--- config.mk ---
export PLATFORM = sky130hd
export DESIGN_NAME = fpis_probe_unit
export DESIGN_NICKNAME = d
export VERILOG_FILES = /design/src/rtl/core/fpis_pkg.sv /design/src/rtl/core/fpis_probe_unit.sv
export SDC_FILE = /design/constraint.sdc
export NUM_CORES = 1
export LEC_CHECK = 0
export ABC_AREA = 1
export BUFFER_PORTS_ARGS = -buffer_cell sky130_fd_sc_hd__buf_4
export CAP_MARGIN = 20
export CORE_ASPECT_RATIO = 1.1
export CORE_MARGIN = 2
export CORE_UTILIZATION = 40
export DETAILED_ROUTE_END_ITERATION = 10
export PLACE_DENSITY = 0.68
export SETUP_SLACK_MARGIN = 0.4
export SLEW_MARGIN = 20
export SYNTH_ARGS = -nofsm -noshare
export SYNTH_HDL_FRONTEND = slang
export SYNTH_SLANG_ARGS = --single-unit
--- constraint.sdc ---
create_clock -name vclk -period 3.4
set_input_delay 0 -clock vclk [all_inputs]
set_output_delay 0 -clock vclk [all_outputs]
set_load 0.005 [all_outputs]
--- src/rtl/core/fpis_pkg.sv ---
// ----------------------------------------------------------------------------
// fpis_pkg
// Shared types and constants for the fixed-point index search core.
// ----------------------------------------------------------------------------
package fpis_pkg;

   localparam int LEN_W     = 11;   // array_length register width
   localparam int ELEM_IN_W = 16;   // element_value field width
   localparam int INDEX_W   = 10;   // found_index field width
   localparam int RSP_DATA_W = 16;  // found_index padded to whole bytes

   localparam logic ACT_LOAD   = 1'b0;
   localparam logic ACT_SEARCH = 1'b1;

   typedef enum logic [2:0] {
      ST_IDLE,      // take loads and searches
      ST_RANGE,     // check current range, issue probe read
      ST_PROBE,     // compare probe, split range, push pending half
      ST_POP,       // fetch pending range, or finish when stack empty
      ST_UNSTACK,   // load popped range
      ST_REPORT     // hand result to output register
   } state_type;

   typedef struct packed {
      logic hit;    // element equals its index
      logic left;   // probe index below element: descend left first
      logic push;   // pending range is non-empty
   } probe_flags_type;

endpackage

--- src/rtl/core/fpis_probe_unit.sv ---
// ----------------------------------------------------------------------------
// fpis_probe_unit
// Compare / clamp unit: compares a probed element with its index and
// splits the range into the one taken next and the one to push.
// ----------------------------------------------------------------------------
module fpis_probe_unit
   import fpis_pkg::*;
#(
   parameter int AW     = 10,
   parameter int BW     = 11,
   parameter int VALUE_W = 16
) (
   input  logic [AW-1:0]             probe_idx,
   input  logic signed [VALUE_W-1:0] probe_val,
   input  logic [BW-1:0]             len,
   input  logic [BW-1:0]             cur_lo,
   input  logic [BW-1:0]             cur_hi,
   output logic [BW-1:0]             next_lo,
   output logic [BW-1:0]             next_hi,
   output logic [BW-1:0]             push_lo,
   output logic [BW-1:0]             push_hi,
   output probe_flags_type           flags
);

   localparam int CW = ((VALUE_W > BW) ? VALUE_W : BW) + 2;
   localparam logic signed [CW-1:0] ONE_S = CW'(1);

   logic signed [CW-1:0] val_ext;
   logic signed [CW-1:0] idx_ext;
   logic signed [CW-1:0] val_inc;

   function automatic logic [BW-1:0] clamp_bound(input logic signed [CW-1:0] x,
                                                 input logic [BW-1:0] lim);
      logic signed [CW-1:0] lim_s;
      lim_s = signed'(CW'(lim));
      if (x < 0) begin
         clamp_bound = '0;
      end else if (x > lim_s) begin
         clamp_bound = lim;
      end else begin
         clamp_bound = BW'(x);
      end
   endfunction

   always_comb begin
      val_ext = CW'(probe_val);
      idx_ext = signed'(CW'(probe_idx));
      val_inc = val_ext + ONE_S;
      flags.hit  = (val_ext == idx_ext);
      flags.left = (idx_ext < val_ext);
      if (flags.left) begin
         push_lo = clamp_bound(val_ext, len);
         push_hi = cur_hi;
         next_lo = cur_lo;
         next_hi = BW'(probe_idx);
      end else begin
         push_lo = cur_lo;
         push_hi = clamp_bound(val_inc, len);
         next_lo = BW'(probe_idx) + BW'(1);
         next_hi = cur_hi;
      end
      flags.push = (push_hi > push_lo);
   end

endmodule

Word level (Yosys, flattened, before mapping)
Cells that the tools add are included.
{"block": "classes", "n_eq_ne": 1, "order_cmp": 6, "n_mux": 8, "add_sub_neg": 2}
{"cell": "11-bit 2-to-1 mux", "n": 8}
{"cell": "16-bit by 2-bit adder with 17-bit output, second input constant", "n": 1}
{"cell": "17-bit by 12-bit greater-than comparator with 1-bit output", "n": 1}
{"cell": "17-bit by 1-bit < comparator with 1-bit output, second input constant", "n": 1}
{"cell": "16-bit by 11-bit == test with 1-bit output", "n": 1}
{"cell": "16-bit by 12-bit greater-than comparator with 1-bit output", "n": 1}
{"cell": "11-bit by 16-bit < comparator with 1-bit output", "n": 1}
{"cell": "16-bit by 1-bit < comparator with 1-bit output, second input constant", "n": 1}
{"cell": "10-bit by 1-bit adder with 11-bit output, second input constant", "n": 1}
{"cell": "11-bit greater-than comparator", "n": 1}
{"block": "word_totals", "in_bits": 59, "word_cells": 17, "regBits": 0, "out_inout_bits": 47}

Depth between registers and ports, before layout
{"block": "depth", "ltp_word": 6, "ltp_mapped": 26, "ltp_nobuf": 26}

Least setup slack after synthesis
No wires, ideal clock.
{"block": "synth_path", "path_type": "in2out", "from": "input probe_val[0]", "to": "output flags[0] (netlist name)", "path_slack_ps": 546, "n_path_buf": 1, "t_arrival_ps": 2854, "path_stages": 23, "required_time_ps": 3400, "cell_sequence": "ha_1 nand3_2 nor2_4 nand3_1 xor2_1 inv_1 ha_1 nand2_1 o21a_1 nand2_1 nand2_1 nand2_1 nand2_1 nand2_4 buf_6 nand3_2 nand3_1 nand2_1 ha_1 nand2_1 or3_1 o31ai_1 inv_1"}
{"element": "start, declared", "line": "fpis_probe_unit.sv:14", "source": "input logic signed [VALUE_W-1:0] probe_val,"}
{"element": "end, declared", "line": "fpis_probe_unit.sv:22", "source": "output probe_flags_type flags"}

==> run metrics <==
outcome complete, no violations; delay-heaviest family, CP simple AND/OR/NAND/NOR gates; drt first pass iters 4; Max Fclk 298.6 MHz; slew of the pin with the lowest slew margin 0.4034 ns; Worst path most repeated cell nand2_2; Total Routing Usage GR 24.71%; top cells by count, synth nand2_1, inv_1, ha_1; Area contributors post-synth ha_1, nand2_1, inv_1, nand3_1, xor2_1; Ys Warns 0; combinational power share 100.0%; number of sequential cells 0; clock buf count 0; PwrDens 141.9 nW/um^2; net switching component of the power 0.2878 mW; global-route wire length before repair 13690 um; Overflow after GRT 0; number of I/O pins 106; global-route track usage on met1 30.69%; initial antenna violation count 0; relative slew slack 73.01%; area share of the largest cell type after synthesis 23.22%; hold_buf cts 0; pin count of the biggest net entering global routing 23; DRC viols 0; Seq/Total Area, Yosys 0%; worst setup path category in -> out; Clock power frac 0%; leakage power 2.127 nW; ANT cells 0; Syn Nets 539; PortBufs 106; Reg area 0 um^2; Initial Util 41.77%; Net Sw Frac 52.03%; Syn Area/Cell 5.574 um^2; Peak supply drop 88.27 uV; DIE AREA 6702 um^2; HPWL after detailed placement 7117 um; row count 29; Max Cap Viol 0; drt total wl 9148 um; gr busiest metal met2; critical path's largest stage delay 0.28 ns; met3 global-route usage 2.316%; Area Growth Syn to Fin 60.73%; CP max-delay cell ha_4; Final nets 673; WP data arrival 3.35 ns; Vias 3261; layout cells sized above 1 40.21%; sequential power share 0%; worst-path fanout max 6; synthesized area 2425 um^2; min Tclk post-route 3.349 ns; core area 5806 um^2; WL/cell 14.20 um; worst hold path type in -> out; count leader, synth nand2_1; final setup fails 0; Routed Antenna Nets 0; Final Hold Viols 0; number of global-route vias before repair 3060; startpoint types input port; Critical Path RT 3.40 ns; Overall Power 0.5531 mW; fin crit share 98.49%; unrepaired setup endpoints after global routing yes; post-layout util 67.13%; post-synth cell types 35; leading area contributor after synthesis ha_1; P_int 0.2653 mW; First DRT Iteration DRCs 159; die width 78.24 um; final max-slew violation count 0; Via density 5.064; Post-Synthesis Cells 435; GR Util met2 46.79%; Final Wtd Congestion 0.8793; Chip Height 85.66 um; Worst setup EP type output pin; Crit path buffers/inverters 5
-- metal layers --
layer	up-vias	wire, um
met5	-	0
met4	0	143
met3	13	458
met2	105	4692
met1	1483	3853
li1	1660	-
-- cell type report --
cell class	instances	area, um^2
repair buffers	142	1147
well taps	77	96.34
fillers	545	1908
inverters	69	262.8
multi-input cells	356	2391
-- power groups by stage --
| stage | Sequential [mW] | Combinational [mW] | Clock (mW) |
|---|---|---|---|
| after floorplan | 0 | 0.243 | 0 |
| after CTS | 0 | 0.489 | 0 |
| after global placement | 0 | 0.448 | 0 |
| final | 0 | 0.553 | 0 |
| after global routing | 0 | 0.608 | 0 |
| after detailed placement | 0 | 0.454 | 0 |
-- placed cells by master, fill, tap and decap left out, types with 2 or more instances in the layout --
cell and count:
nor3_4 2, buf_6 11, nand2_4 2, xor2_2 4, o21ai_0 22, ha_4 8, buf_12 2, buf_4 127
nor2_4 4, or2_0 5, nor2_2 5, a21oi_1 18, buf_8 2, nor3_1 6, o21ai_2 9, o21ai_1 3
nor2_1 20, nand3_2 6, inv_2 17, nand3b_1 2, xor2_1 11, inv_1 51, nand3_1 24, nand4_1 4
nand2_2 17, o21a_1 2, a21oi_2 3, ha_1 37, nand2_1 132
-- through the flow --
| step | hold WS, ns | setup TNS [ns] | instance area [um^2] | cells | setup slack [ns] |
|---|---|---|---|---|---|
| CTS | 0.2686 | 0 | 3578 | 635 | 0.08064 |
| global placement | 0.2684 | 0 | 3321 | 615 | 0.01592 |
| detailed placement | 0.2643 | -0.07874 | 3321 | 615 | -0.07874 |
| floorplan | 0.08094 | 0 | 2425 | 435 | 0.5459 |
| global route | 0.2965 | -0.07759 | 3897 | 644 | -0.07759 |
| finish | 0.2675 | 0 | 3897 | 644 | 0.05126 |
-- worst paths after layout --
check | from | endpoint | cells past startpoint
setup / recovery | probe_val[0] | flags[0] | 26
hold / removal | cur_hi[10] | next_hi[10] | 4
-- timing repair --
action                                  CTS  global route
buffers inserted                         19             9
gates resized for setup                  22            50
pin swaps                                20            28
cloned                                    1             0
endpoints found under the setup margin    1             2
-- worst min-delay path: cells and delay by family --
family / cells / cell delay, ns
simple gates: 1 / 0.04
buf+inv: 3 / 0.22
-- cell families after synthesis --
logic type,synth area share [%]
buf+inv,13.52
xor+xnor,5.779
compound gates,15.02
simple gates,42.47
fa+ha+maj,23.22
(Power assumes the default switching activity.)
