$ cat src/rtl/core/fpis_stack_mem.sv
// ----------------------------------------------------------------------------
// fpis_stack_mem
// Pending-range stack storage, one write port and one registered read port.
// ----------------------------------------------------------------------------
module fpis_stack_mem #(
   parameter int DEPTH  = 16,
   parameter int DATA_W = 22
) (
   input  logic                     clock,
   input  logic                     wr_en,
   input  logic [$clog2(DEPTH)-1:0] wr_addr,
   input  logic [DATA_W-1:0]        wr_data,
   input  logic [$clog2(DEPTH)-1:0] rd_addr,
   output logic [DATA_W-1:0]        rd_data
);

   logic [DATA_W-1:0] mem [DEPTH];
   logic [DATA_W-1:0] rd_data_ff;

   always_ff @(posedge clock) begin
      if (wr_en) begin
         mem[wr_addr] <= wr_data;
      end
      rd_data_ff <= mem[rd_addr];
   end

   assign rd_data = rd_data_ff;

endmodule

$ cat config.mk
export PLATFORM = sky130hd
export DESIGN_NAME = fpis_stack_mem
export DESIGN_NICKNAME = d
export VERILOG_FILES = /design/src/rtl/core/fpis_stack_mem.sv
export SDC_FILE = /design/constraint.sdc
export NUM_CORES = 1
export LEC_CHECK = 0
export ABC_AREA = 1
export BUFFER_PORTS_ARGS = -buffer_cell sky130_fd_sc_hd__buf_2
export CORE_AREA = 4 4 157 219
export CTS_CLUSTER_SIZE = 10
export DETAILED_ROUTE_END_ITERATION = 6
export DIE_AREA = 0 0 161 223
export PLACE_DENSITY_LB_ADDON = 0.2
export SLEW_MARGIN = 20
export SYNTH_ARGS = -nofsm -noshare
export SYNTH_HDL_FRONTEND = slang
export SYNTH_SLANG_ARGS = --single-unit
$ cat constraint.sdc
create_clock -name clock -period 2.65 [get_ports clock]
set_clock_uncertainty 0.05 [all_clocks]
set_input_delay 0.795 -clock clock [delete_from_list [all_inputs] [get_ports clock]]
set_output_delay 0.795 -clock clock [all_outputs]
set_load 0.05 [all_outputs]
# After elaboration in Yosys (flattened, before gate mapping)
# Memory sizes are Yosys's and may differ from the RTL's. A register that Yosys moved wholly into a read port is not among the register bits.
# Cells that the tools add are included.
# totals
register_bits,0
ramBits,352
input_bits,32
output_inout_bits,22
wordCells,3
memories,1
# op_classes
n_mux,2
# memory_table
memory,words,width,rd,rd_ports_with_merged_regs,write_ports,line_no,source
mem,16,22,1,1,1,17,logic [DATA_W-1:0] mem [DEPTH];
# ops
op,count
2-to-1 mux 1 bit,2

# Logic depth before layout (Yosys ltp)
# Gate-level depths: netlist of the first run.
# logic_depth
ltp_word,2
ltp_mapped,10
depth_no_buf,7

# Worst setup path before layout of the first run
# Ideal clock, no wire load.
# synth_timing
path_type,input to register
from,input wr_addr[2]
to,memory mem[10][0] (enable)
arrival_ps,1954
required_time_ps,2199
slack_ps,245
stages,2
cell_sequence,nand3b_1 nor2_1
# synth_lines
item,line_no,source
from (decl),11,"input logic [$clog2(DEPTH)-1:0] wr_addr,"
to (decl),17,
# No word-level cell before the write port.

# Worst setup path after layout of the first run
# layout_timing
from,"register rd_data_ff[10] (netlist: rd_data[10]), read port of mem"
to,output rd_data[10]
# layout_lines
item,line_no,source
from (decl),18,logic [DATA_W-1:0] rd_data_ff;
to (decl),14,output logic [DATA_W-1:0] rd_data
# No word-level cell between the ends.

==> results.sh, run 1 <==
export IMPL_outcome="complete, no violations"
export IMPL_tns_ns=0
export IMPL_antenna_found_initial=2
export IMPL_final_cell_mix="nand2_1, edfxtp_1, inv_1"
export IMPL_dieArea_sq_um=35900
export IMPL_cts_tree="yes"
export IMPL_cts_buffers=43
export IMPL_coreArea_sq_um=32400
export IMPL_hold_path_class="in2reg"
export IMPL_clock_latency_ns=0.53
export IMPL_setup_viol=0
export IMPL_syn_nets=1498
export IMPL_dp_slack_ns=0.404
export IMPL_via_count=10141
export IMPL_layout_setup_ws_ns=0.567
export IMPL_worst_slew_pin_slew_ns=0.710
export IMPL_finalMaxSlewViolations=0
export IMPL_ir_worst_vdd_uv=361
export IMPL_ys_types=15
export IMPL_critPathKind="reg2out"
export IMPL_cap_violations=0
export IMPL_drive_above_1_share_pct=10.0
export IMPL_placed_cell_area_sq_um=16700
export IMPL_chipWidth_um=161
export IMPL_ios=54
export IMPL_netlist_top_cells_area="edfxtp_1, nand2_1, nand3_1, inv_1, dfxtp_1"
export IMPL_required_ns=1.81
export IMPL_syn_inst=1466
export IMPL_yosysTopAreaCell="edfxtp_1"
export IMPL_fillers=2799
export IMPL_final_common_cell="nand2_1"
export IMPL_ys_seq_area_share_pct=70.4
export IMPL_power_switching_mw=2.89
export IMPL_grt_total_usage_pct=21.0
export IMPL_grt_pass1_vias=10188
export IMPL_postCtsSetupBuffers=0
export IMPL_p_comb_share_pct=7.2
export IMPL_slew_headroom_pct=52.7
export IMPL_hold_viol_final=0
export IMPL_p_int_mw=10.0
export IMPL_grt_max_degree=113
export IMPL_drtIter0Drc=784
export IMPL_dp_hpwl_um=20600
export IMPL_path_cells="buf_2"
export IMPL_pwr_share_clk_pct=41.2
export IMPL_leakagePower_nw=7.61
export IMPL_critPathBufInv=1
export IMPL_post_cts_resized=0
export IMPL_root_buffer="clkbuf_16"
export IMPL_drc_errors=0
export IMPL_nets=1565
export IMPL_clock_fmax_ghz=0.480
export IMPL_crit_family="flip-flops"
export IMPL_overflow=0
export IMPL_io_buffer_count=53
export IMPL_slowest_delay_ns=0.41
export IMPL_synth_top_area_share_pct=67.5
export IMPL_syn_avg_cell_area_sq_um=10.7
export IMPL_pwr_share_seq_pct=51.6
export IMPL_ys_seq_elements=374
export IMPL_cts_buffer_depth=3
export IMPL_ant_nets=0
export IMPL_initial_core_util_pct=48.3
export IMPL_swShare_pct=22.4
export IMPL_area_growth_pct=14.6
export IMPL_stdcell_area_sq_um=17900
export IMPL_slowest_stage="dfxtp_1"
export IMPL_wire_per_inst_um=18.5
export IMPL_startpoint_type="register"
export IMPL_routabilityCongestion=0.758
export IMPL_critPathArrivalTime_ns=1.24
export IMPL_die_y_um=223
export IMPL_yosysWarnings=0
export IMPL_hold_buffers=0
export IMPL_firstDrtPassIters=5
export IMPL_fp_row_count=78
export IMPL_viasPerCell=5.06
export IMPL_powerDensity_nw_per_um2=719
export IMPL_grt_first_pass_wirelength_um=58200
export IMPL_syn_area_sq_um=15700
export IMPL_cp_end_kind="primary output"
export IMPL_fin_crit_sh_pct=78.6
export IMPL_grt_setup_unrepaired="no"
export IMPL_htreeDepth=2
export IMPL_period_needed_ns=2.08
export IMPL_cts_sinks=374
export IMPL_routed_wl_um=37100
export IMPL_critPathMaxFanout=1
export IMPL_cts_clk_slew_worst_paths_ns=0.06
[final timing paths]
kind	startpoint	to	slack (ns)	depth (start not counted)
worst max-delay path	rd_data[10]	rd_data[10]	0.57	1
worst min-delay path	wr_data[14]	mem[3][14]	0.60	1
worst max register to register	mem[15][21]	rd_data[21]	1.56	6
worst min register to register	mem[2][13]	rd_data[13]	0.60	6
[cell families (layout without fill, tap and decap cells)]
logic type | count (synthesis) | in the layout | synth area share [%]
flip-flops | 374 | 374 | 70.4
buffers and inverters | 341 | 440 | 9.47
AND/OR/NAND/NOR | 751 | 751 | 20.2
other | 0 | 1 | 0
[routing by layer]
layer  track usage [%]  share of wire [%]  up-vias
li1                  -                  -     4869
met1              26.0                 40     4937
met2              37.4                 52      250
met3              2.94                4.1       83
met4              7.85                3.5        2
met5                 0              0.019        -
[stage by stage]
stage               cells  power [mW]  hold WS, ns  utilization, %
CTS                  2005        13.0        0.570            55.3
global placement     1928        7.70        0.585            51.5
finish               2006        12.9        0.602            55.4
global route         2005        13.3        0.595            55.3
detailed placement   1928        7.71        0.596            51.5
floorplan            1466        7.36        0.557               -
[cell type report]
cell class	instances	area [sq um]	share of cell area [%]
multi-input combinational	751	3280	18.3
timing repair buffer	93	825	4.60
inverter	270	1020	5.68
clock buffer	76	1240	6.93
antenna	1	2.50	0.0140
clock inverter	1	8.76	0.0488
sequential	374	11000	61.4
tap	440	551	3.07
[power by group through the flow]
| stage | clock (mW) | combinational [mW] | sequential, mW |
|---|---|---|---|
| final | 5.31 | 0.925 | 6.66 |
| after global placement | 0 | 0.919 | 6.78 |
| after floorplan | 0 | 0.451 | 6.91 |
| after CTS | 5.43 | 0.937 | 6.66 |
| after global routing | 5.65 | 1.02 | 6.67 |
| after detailed placement | 0 | 0.933 | 6.78 |
[cell usage after synthesis]
| cell type | n |
|---|---|
| nor2_1 | 17 |
| clkbuf_1 | 9 |
| buf_2 | 28 |
| buf_4 | 10 |
| inv_4 | 2 |
| buf_6 | 15 |
| inv_1 | 267 |
| buf_8 | 1 |
| nand3b_1 | 2 |
| nand3_1 | 265 |
| buf_1 | 8 |
| nand2_1 | 467 |
| dfxtp_1 | 22 |
| edfxtp_1 | 352 |
| clkinv_1 | 1 |
[registers in the layout, summed over array words and instances, names as in the netlist]
name,cells
rd_data,22
mem,352
Power figures use the tool's default switching activity.
==> run 2: changes to the inputs <==
==> constraint.sdc (replaced) <==
create_clock -name clock -period 1.9 [get_ports clock]
set_clock_uncertainty 0.05 [all_clocks]
set_input_delay 0.57 -clock clock [delete_from_list [all_inputs] [get_ports clock]]
set_output_delay 0.57 -clock clock [all_outputs]
set_load 0.05 [all_outputs]
==> results.sh, run 2 (synthesized netlist as in run 1, its figures left out) <==
export IMPL_cts_tree="yes"
export IMPL_io_buffer_count=53
export IMPL_pwr_share_clk_pct=41.2
export IMPL_grt_pass1_vias=9869
export IMPL_layout_setup_ws_ns=0.0577
export IMPL_viasPerCell=4.93
export IMPL_slowest_delay_ns=0.38
export IMPL_cts_buffers=43
export IMPL_busiest_layer="met2"
export IMPL_grt_max_degree=89
export IMPL_setup_viol=0
export IMPL_die_y_um=223
export IMPL_met3_usage_pct=2.77
export IMPL_startpoint_type="register"
export IMPL_stdcell_area_sq_um=18300
export IMPL_diodes=0
export IMPL_period_needed_ns=1.84
export IMPL_critPathMaxFanout=1
export IMPL_nets=1581
export IMPL_cap_violations=0
export IMPL_drc_errors=0
export IMPL_cts_sinks=374
export IMPL_dp_slack_ns=0.101
export IMPL_pwr_share_seq_pct=51.5
export IMPL_dp_hpwl_um=21700
export IMPL_ir_worst_vdd_uv=610
export IMPL_crit_family="flip-flops"
export IMPL_antenna_found_initial=0
export IMPL_tns_ns=0
export IMPL_p_int_mw=14.0
export IMPL_slew_headroom_pct=69.0
export IMPL_leakagePower_nw=7.74
export IMPL_wire_per_inst_um=17.8
export IMPL_finalMaxSlewViolations=0
export IMPL_htreeDepth=2
export IMPL_area_growth_pct=16.7
export IMPL_critPathArrivalTime_ns=1.22
export IMPL_critPathKind="reg2out"
export IMPL_gr_usage_met2_pct=36.2
export IMPL_cp_end_kind="primary output"
export IMPL_fin_crit_sh_pct=97.0
export IMPL_ant_nets=0
export IMPL_initial_core_util_pct=48.3
export IMPL_final_cell_mix="nand2_1, edfxtp_1, inv_1"
export IMPL_swShare_pct=22.4
export IMPL_regMostFlops="mem"
export IMPL_required_ns=1.28
export IMPL_grt_total_usage_pct=20.3
export IMPL_chipWidth_um=161
export IMPL_drive_above_1_share_pct=11.0
export IMPL_finalNonFillerCells=2021
export IMPL_coreArea_sq_um=32400
export IMPL_final_common_cell="nand2_1"
export IMPL_cts_clk_slew_worst_paths_ns=0.05
export IMPL_power_switching_mw=4.04
export IMPL_overflow=0
export IMPL_dp_cells=1944
export IMPL_hold_path_class="in2reg"
export IMPL_clock_fmax_ghz=0.543
export IMPL_placed_cell_area_sq_um=17000
export IMPL_grt_setup_unrepaired="no"
export IMPL_grt_use_met1_pct=25.6
export IMPL_ios=54
export IMPL_worst_slew_pin_slew_ns=0.465
export IMPL_via_count=9966
export IMPL_outcome="complete, no violations"
export IMPL_hold_viol_final=0
export IMPL_path_cells="buf_2"
export IMPL_critPathBufInv=1
export IMPL_slowest_stage="dfxtp_1"
export IMPL_root_buffer="clkbuf_16"
export IMPL_largest_register_ff_count=352
export IMPL_clock_latency_ns=0.54
export IMPL_dieArea_sq_um=35900
export IMPL_powerDensity_nw_per_um2=987
export IMPL_firstDrtPassIters=5
export IMPL_fp_row_count=78
export IMPL_grt_first_pass_wirelength_um=56200
export IMPL_timing_hold_ws_ns=0.374
export IMPL_cts_buffer_depth=3
export IMPL_routabilityCongestion=0.790
export IMPL_p_comb_share_pct=7.3
export IMPL_drtIter0Drc=808
export IMPL_routed_wl_um=36000
run 2: cell types whose count changed in the layout (fill, tap and decap cells not counted):
cell / delta
buf_12: +17
buf_2: -1
buf_4: +1
buf_6: -1
clkinv_1: -1
clkinv_2: +1
clkinv_4: -1
diode_2: -1
inv_2: +1
run 2: metrics by stage:
step                      utilization, %  total power [mW]
after CTS                           56.4              18.2
final                               56.4              18.0
after detailed placement            52.5              10.8
after floorplan                        -              10.3
after global placement              52.5              10.8
after global routing                56.4              18.7
run 2: area by class of cell:
cell class / count / area (sq um)
multi-input cells: 751 / 3280
clock inverters: 1 / 5.00
well taps: 440 / 551
flip-flops and latches: 374 / 11000
repair buffers: 109 / 1160
fillers: 2747 / 14100
clock buffers: 76 / 1240
inverters: 270 / 1020
run 2: worst paths after layout:
check	slack [ns]	cells after the start	from	end
max	0.06	1	rd_data[9]	rd_data[9]
min	0.37	3	rd_addr[3]	rd_data[6]
max reg2reg	0.82	6	mem[5][11]	rd_data[11]
min reg2reg	0.60	6	mem[14][16]	rd_data[16]
run 2: power by group through the flow:
| stage | logic, mW | clock network (mW) | registers [mW] |
|---|---|---|---|
| after floorplan | 0.632 | 0 | 9.63 |
| after global placement | 1.32 | 0 | 9.45 |
| after detailed placement | 1.33 | 0 | 9.46 |
| after CTS | 1.34 | 7.55 | 9.29 |
| after global routing | 1.46 | 7.90 | 9.30 |
| final | 1.32 | 7.42 | 9.28 |
run 2: repair_timing:
item                                   in CTS  in global routing
endpoints found under the hold margin       0                  0
hold buffers                                0                  0
gates resized for setup                     1                  0
setup endpoints to repair                   1                  0
setup buffers                               0                  0
run 2: layer usage:
metal  up-vias  routed length [um]
li1       4897                   -
met1      4771               14500
met2       235               19100
met3        63                1430
met4         0                 936
met5         -                   0
run 2: tightest hold or removal path, delay by kind of cell:
family	cells	cell delay, ns
simple gates	2	0.15
buf+inv	1	0.19
